File: config.mk
export PLATFORM = sky130hd
export DESIGN_NAME = hsu_ctrl
export DESIGN_NICKNAME = d
export VERILOG_FILES = /design/src/hw/rtl/hsu_pkg.sv /design/src/hw/rtl/hsu_ctrl.sv
export SDC_FILE = /design/constraint.sdc
export NUM_CORES = 1
export LEC_CHECK = 0
export BUFFER_PORTS_ARGS = -buffer_cell sky130_fd_sc_hd__buf_2
export CAP_MARGIN = 10
export CORE_MARGIN = 1
export CORE_UTILIZATION = 40
export DETAILED_ROUTE_END_ITERATION = 6
export PLACE_DENSITY = 0.66
export SLEW_MARGIN = 20
export SYNTH_ARGS = -nofsm -noshare
export SYNTH_HDL_FRONTEND = slang
export SYNTH_SLANG_ARGS = --single-unit
File: constraint.sdc
create_clock -name clock -period 2.3 [get_ports clock]
set_input_delay 0.46 -clock clock [delete_from_list [all_inputs] [get_ports clock]]
set_output_delay 0.46 -clock clock [all_outputs]
set_load 0.01 [all_outputs]
File: src/hw/rtl/hsu_pkg.sv
// Package with constants, types and helpers of the HyperLogLog sketch update block.
package hsu_pkg;

   localparam int PRECISION_BITS_DEF = 14;
   localparam int HASH_W             = 64;
   localparam int IDX_W              = 14;
   localparam int VALUE_W            = 6;
   localparam int CNT_W              = 7;

   localparam logic [63:0] FNV_BASIS       = 64'h14650fb0739d0383;
   // The FNV prime is 2^40 + 0x1b3.
   localparam int          FNV_PRIME_SHIFT = 40;
   localparam logic [63:0] FNV_PRIME_LOW   = 64'h1b3;
   localparam logic [63:0] MIX_MUL_A       = 64'hff51afd7ed558ccd;
   localparam logic [63:0] MIX_MUL_B       = 64'hc4ceb9fe1a85ec53;
   localparam int          MIX_SHIFT       = 33;

   localparam logic CMD_KEY_BYTE = 1'b0;
   localparam logic CMD_READ     = 1'b1;

   // Partial product selects of the shared 32x32 multiplier.
   localparam logic [1:0] MUL_LL = 2'd0;
   localparam logic [1:0] MUL_LH = 2'd1;
   localparam logic [1:0] MUL_HL = 2'd2;

   typedef struct packed {
      logic       clr_step;
      logic       capture;
      logic       xshift;
      logic       mul_en;
      logic [1:0] mul_step;
      logic       const_b;
      logic       acc_load;
      logic       acc_add;
      logic       x_from_acc;
      logic       lz_init;
      logic       lz_step;
      logic       mem_rd;
      logic       rd_sel_req;
      logic       upd;
      logic       rsp_load;
   } dp_cmd_type;

   typedef struct packed {
      logic clr_done;
      logic lz_done;
      logic rsp_free;
   } dp_sts_type;

   function automatic logic [3:0] lz8(input logic [7:0] b);
      logic [3:0] n;
      logic       found;
      n     = '0;
      found = 1'b0;
      for (int i = 7; i >= 0; i--) begin
         if (!found) begin
            if (b[i]) begin
               found = 1'b1;
            end else begin
               n = n + 4'd1;
            end
         end
      end
      return n;
   endfunction

endpackage

File: src/hw/rtl/hsu_ctrl.sv
// Controller state machine that sequences the hash finalizer, rank search and register access.
module hsu_ctrl (
   input  logic                clock,
   input  logic                reset,
   input  logic                req_valid,
   output logic                req_stall,
   input  logic                req_command,
   input  logic                req_last_byte,
   input  hsu_pkg::dp_sts_type sts,
   output hsu_pkg::dp_cmd_type cmd
);

   localparam logic [3:0] ST_CLR  = 4'd0;
   localparam logic [3:0] ST_IDLE = 4'd1;
   localparam logic [3:0] ST_XS   = 4'd2;
   localparam logic [3:0] ST_M0   = 4'd3;
   localparam logic [3:0] ST_M1   = 4'd4;
   localparam logic [3:0] ST_M2   = 4'd5;
   localparam logic [3:0] ST_M3   = 4'd6;
   localparam logic [3:0] ST_LZI  = 4'd7;
   localparam logic [3:0] ST_LZ   = 4'd8;
   localparam logic [3:0] ST_UPD  = 4'd9;
   localparam logic [3:0] ST_RD   = 4'd10;
   localparam logic [3:0] ST_RSP  = 4'd11;

   // Finalizer phase: first multiply, second multiply, final xor-shift.
   localparam logic [1:0] PH_A   = 2'd0;
   localparam logic [1:0] PH_B   = 2'd1;
   localparam logic [1:0] PH_OUT = 2'd2;

   logic [3:0] state_ff, state_in;
   logic [1:0] phase_ff, phase_in;
   logic       accept;

   assign req_stall = (state_ff != ST_IDLE);
   assign accept    = req_valid && !req_stall;

   always_comb begin
      state_in = state_ff;
      phase_in = phase_ff;
      cmd      = '0;
      cmd.const_b = (phase_ff == PH_B);
      case (state_ff)
         ST_CLR: begin
            cmd.clr_step = 1'b1;
            if (sts.clr_done) begin
               state_in = ST_IDLE;
            end
         end
         ST_IDLE: begin
            cmd.capture = accept;
            if (accept) begin
               if (req_command == hsu_pkg::CMD_READ) begin
                  state_in = ST_RD;
               end else if (req_last_byte) begin
                  state_in = ST_XS;
                  phase_in = PH_A;
               end
            end
         end
         ST_XS: begin
            cmd.xshift = 1'b1;
            state_in   = (phase_ff == PH_OUT) ? ST_LZI : ST_M0;
         end
         ST_M0: begin
            cmd.mul_en   = 1'b1;
            cmd.mul_step = hsu_pkg::MUL_LL;
            state_in     = ST_M1;
         end
         ST_M1: begin
            cmd.acc_load = 1'b1;
            cmd.mul_en   = 1'b1;
            cmd.mul_step = hsu_pkg::MUL_LH;
            state_in     = ST_M2;
         end
         ST_M2: begin
            cmd.acc_add  = 1'b1;
            cmd.mul_en   = 1'b1;
            cmd.mul_step = hsu_pkg::MUL_HL;
            state_in     = ST_M3;
         end
         ST_M3: begin
            cmd.x_from_acc = 1'b1;
            phase_in       = phase_ff + 2'd1;
            state_in       = ST_XS;
         end
         ST_LZI: begin
            cmd.lz_init = 1'b1;
            cmd.mem_rd  = 1'b1;
            state_in    = ST_LZ;
         end
         ST_LZ: begin
            if (sts.lz_done) begin
               state_in = ST_UPD;
            end else begin
               cmd.lz_step = 1'b1;
            end
         end
         ST_UPD: begin
            cmd.upd  = 1'b1;
            state_in = ST_IDLE;
         end
         ST_RD: begin
            cmd.mem_rd     = 1'b1;
            cmd.rd_sel_req = 1'b1;
            state_in       = ST_RSP;
         end
         ST_RSP: begin
            if (sts.rsp_free) begin
               cmd.rsp_load = 1'b1;
               state_in     = ST_IDLE;
            end
         end
         default: begin
            state_in = ST_IDLE;
         end
      endcase
   end

   always_ff @(posedge clock) begin
      if (reset) begin
         state_ff <= ST_CLR;
         phase_ff <= PH_A;
      end else begin
         state_ff <= state_in;
         phase_ff <= phase_in;
      end
   end

endmodule

Word level (Yosys, flattened, before mapping). Index checks and enable logic that the tools add are counted.

Add/subtract/negate cells: 1. Eq/ne operators: 21. Muxes and demuxes: 27. Reduce and logical (&&, ||, !) cells: 7.

Operators with widths (number): $pmux 4 s11 (1); $mux 4 (6); $eq 4x3->1 const B (4); $eq 4x4->1 const B (4); $mux 1 (14); $ne 2x2->1 const B (6); $pmux 3 s3 (1); $eq 4x2->1 const B (2); $mux 2 (3); $reduce_and 5->1 (1); $eq 4x1->1 const B (1); $logic_not 4->1 (1); $ne 4x1->1 const B (1); $pmux 2 s2 (1); $reduce_and 4->1 (1); $mux 3 (1); $ne 3x3->1 const B (1); $add 2x1->2 const B (1); $eq 2x1->1 const B (1); $eq 2x2->1 const B (1); $reduce_bool 2->1 (1); $reduce_or 2->1 (1); $logic_and 1x1->1 (1); $logic_not 1->1 (1).

Register bits: 6.

Depth between registers and ports, before layout.
Depth in word-level cells: 5. Depth in mapped cells: 6. Mapped depth without buffers: 5.

Worst setup path after synthesis. Ideal clock, no wire load.

Path type: reg2out. Start point: register state_ff[1]. End point: output port cmd[11] (netlist bit). Arrival: 1088 ps. Slack: 752 ps. Cell stages (with the launch flop): 6. Buffers on the path: 3. Cell sequence: dfxtp_1 > buf_6 > buf_2 > nand2b_1 > nor2_1 > buf_4.

RTL lines: start: declaration (RTL line hsu_ctrl.sv:31) `logic [3:0] state_ff, state_in;`; start signal: assignment (RTL line hsu_ctrl.sv:125) `state_ff <= state_in;`; end: declaration (RTL line hsu_ctrl.sv:10) `output hsu_pkg::dp_cmd_type cmd`.

==> flow_summary.ini <==
[final_layout]
final_cell_mix = 24 x buf_2, 12 x nor2_1, 8 x a21oi_1
area_growth_pct = 20.6
stdcell_count = 110
final_layout_size_suffix_gt1_share_pct = 30.2
fin_nets = 108
fin_area_um2 = 653
final_common_cell = buf_2
diodes = 0

[yosys]
synth-xor-area-share_pct = 0
synth.avg_cell_area_um2 = 7.13
synth-seq-cells = 6
synthSimpleGateAreaFrac_pct = 35.6
synth_fa_ha_area_share_pct = 4.62
synth_compound_area_share_pct = 21.5
synth_nets = 86
yosysSeqAreaShare_pct = 22.2
ys_warn_count = 0
synthDistinctLibCells = 27
synth_top_family_by_area = simple AND/OR/NAND/NOR gates
synthCells = 76
synth.mux.area_fraction_pct = 3.70
netlist_area_um2 = 542

[worst_setup_path]
path_cells = nand2_1, mux2i_1, nand2b_1, inv_1, buf_2
reg2reg_slack_ns = 0.82
cp-start-kind = register
worst_path_max_delay_cell = dfxtp_1
crit_fanout = 19
crit_required_ns = 1.84
criticalPathCategory = reg -> out
slowest_delay_ns = 0.70
critPathCaptureType = output port
cp.arrival_ns = 1.63

[power_and_ir_drop]
powerDensity_nw_per_um2 = 501
peakVddDrop_uv = 290
leakage_uw = 0.000304

[timing]
rsz0062_at_grt = false
finalCritPeriodShare_pct = 90.8
fmax_mhz = 479
maxSlewHeadroom_pct = 59.8
period_needed_ns = 2.09
holdWs_ns = 0.493
tightest_slew_ns = 0.603
skew_ns = 0.000540
finalSetupTns_ns = 0
finalSetupViolCount = 0
final.setup.worst_slack_ns = 0.212
final-max-slew-violation-count = 0
final-hold-violation-count = 0

[route]
wire_per_inst_um = 12.0
drc = 0
drt_first_iter_violations = 2
drt-pass1-iter-count = 4
detail_route.vias_per_cell = 5.37
finalWirelength_um = 1330
postRouteAntennaNets = 0
vias = 591

[floorplan]
design.core.area_um2 = 1190
row_count = 12
die_y_um = 38.8
initial_core_util_pct = 45.7
io_pins = 25
chipWidth_um = 38.8
die_area_um2 = 1510

[clocking]
hold_buffers = 0
clk_pin_slew_ns = 0.04
cts_tree = done
clock_sinks = 6
clock_latency_ns = 0.24
cts_root_buffer = clkbuf_4
cts-buffers-inserted = 3
cts-resized-gates = 0
clock_path_buffers = 2
htree_levels = 1
postCtsSetupRepairBufs = 0

[hold_path]
hold_path_class = in -> reg

[global_routing]
grt_antenna_before_repair = 0
grt_usage_pct = 18.6
grt_max_degree = 20
gr-total-overflow = 0
grt_pass1_wl_um = 1870
grt_pass1_vias = 448

[placement]
placed_area_um2 = 631
place_inst = 107
dp_hpwl_um = 974
pre_cts_slack_ns = 0.501
gp_congestion = 0.736
port_buffers = 24

[job]
drv_cap = 0

[outcome]
status = complete, no violations
## worst paths after layout
check | from | cells after the start | to
worst max-delay path | state_ff[1] | 5 | cmd[12]
worst min-delay path | reset | 2 | state_ff[2]
worst max register to register | state_ff[0] | 4 | phase_ff[0]
worst min register to register | phase_ff[1] | 2 | phase_ff[1]
## final cells by class
class	instances	area, um2
flip-flops and latches	6	120
inverters	5	18.8
well taps	14	17.5
clock buffers	3	22.5
fillers	123	533
repair buffers	24	120
multi-input cells	58	354
## registers in the layout, indices dropped and copies added, names as in the netlist
register	cells
state_ff	4
phase_ff	2
## routing by layer
layer  part of all wire (%)  GRT usage, %  wire, um
met1                     46          22.4       616
met2                     50          30.4       656
met3                    3.2          1.73        43
met4                   0.60          12.9         8
met5                      0             0         0
## cells by family (layout without fill, tap and decap cells)
family,Yosys count,in the layout
AND/OR/NAND/NOR,36,36
buffers and inverters,12,32
flip-flops,6,6
adder cells (fa/ha/maj),2,2
AO/OA/AOI/OAI,18,18
multiplexers,2,2
## cell usage after synthesis
master     instances  share of area (%)
a2111oi_1          1                1.8
a211oi_1           1                1.4
a21oi_1            8                7.4
a22oi_1            1                1.4
buf_2              3                2.8
buf_4              3                4.2
buf_6              1                2.1
dfxtp_1            6                 22
ha_1               2                4.6
inv_1              5                3.5
mux2i_1            2                3.7
nand2_1            4                2.8
nand2b_1           7                8.1
nand2b_2           1                1.6
nand2b_4           1                2.5
nand4b_1           1                1.6
nor2_1            12                8.3
nor2b_1            1                1.2
nor3_1             6                5.5
nor4_1             2                2.3
o21ai_0            2                1.8
o22ai_1            1                1.2
o31a_1             1                1.6
o31ai_1            1                1.4
o32a_1             1                1.8
o32ai_1            1                1.6
or3b_1             1                1.6
## where the power goes
| group | switching (uW) | internal, uW | total (uW) |
|---|---|---|---|
| Combinational | 48.7 | 46.9 | 95.7 |
| Clock | 34.2 | 58.8 | 93.0 |
| Sequential | 27.5 | 111 | 139 |
| Total | 110 | 217 | 327 |
## through the flow
step	power, uW	util (%)
2_1_floorplan	210	-
6_report	327	55.1
4_1_cts	329	55.1
5_1_grt	345	55.1
3_3_place_gp	233	53.2
3_5_place_dp	235	53.2
## critical path: cells and delay by family, from the launching register on
kind	cells	cell delay [ns]
buf+inv	2	0.17
flops	1	0.70
mux	1	0.19
simple gates	2	0.34
(Power assumes the default switching activity.)
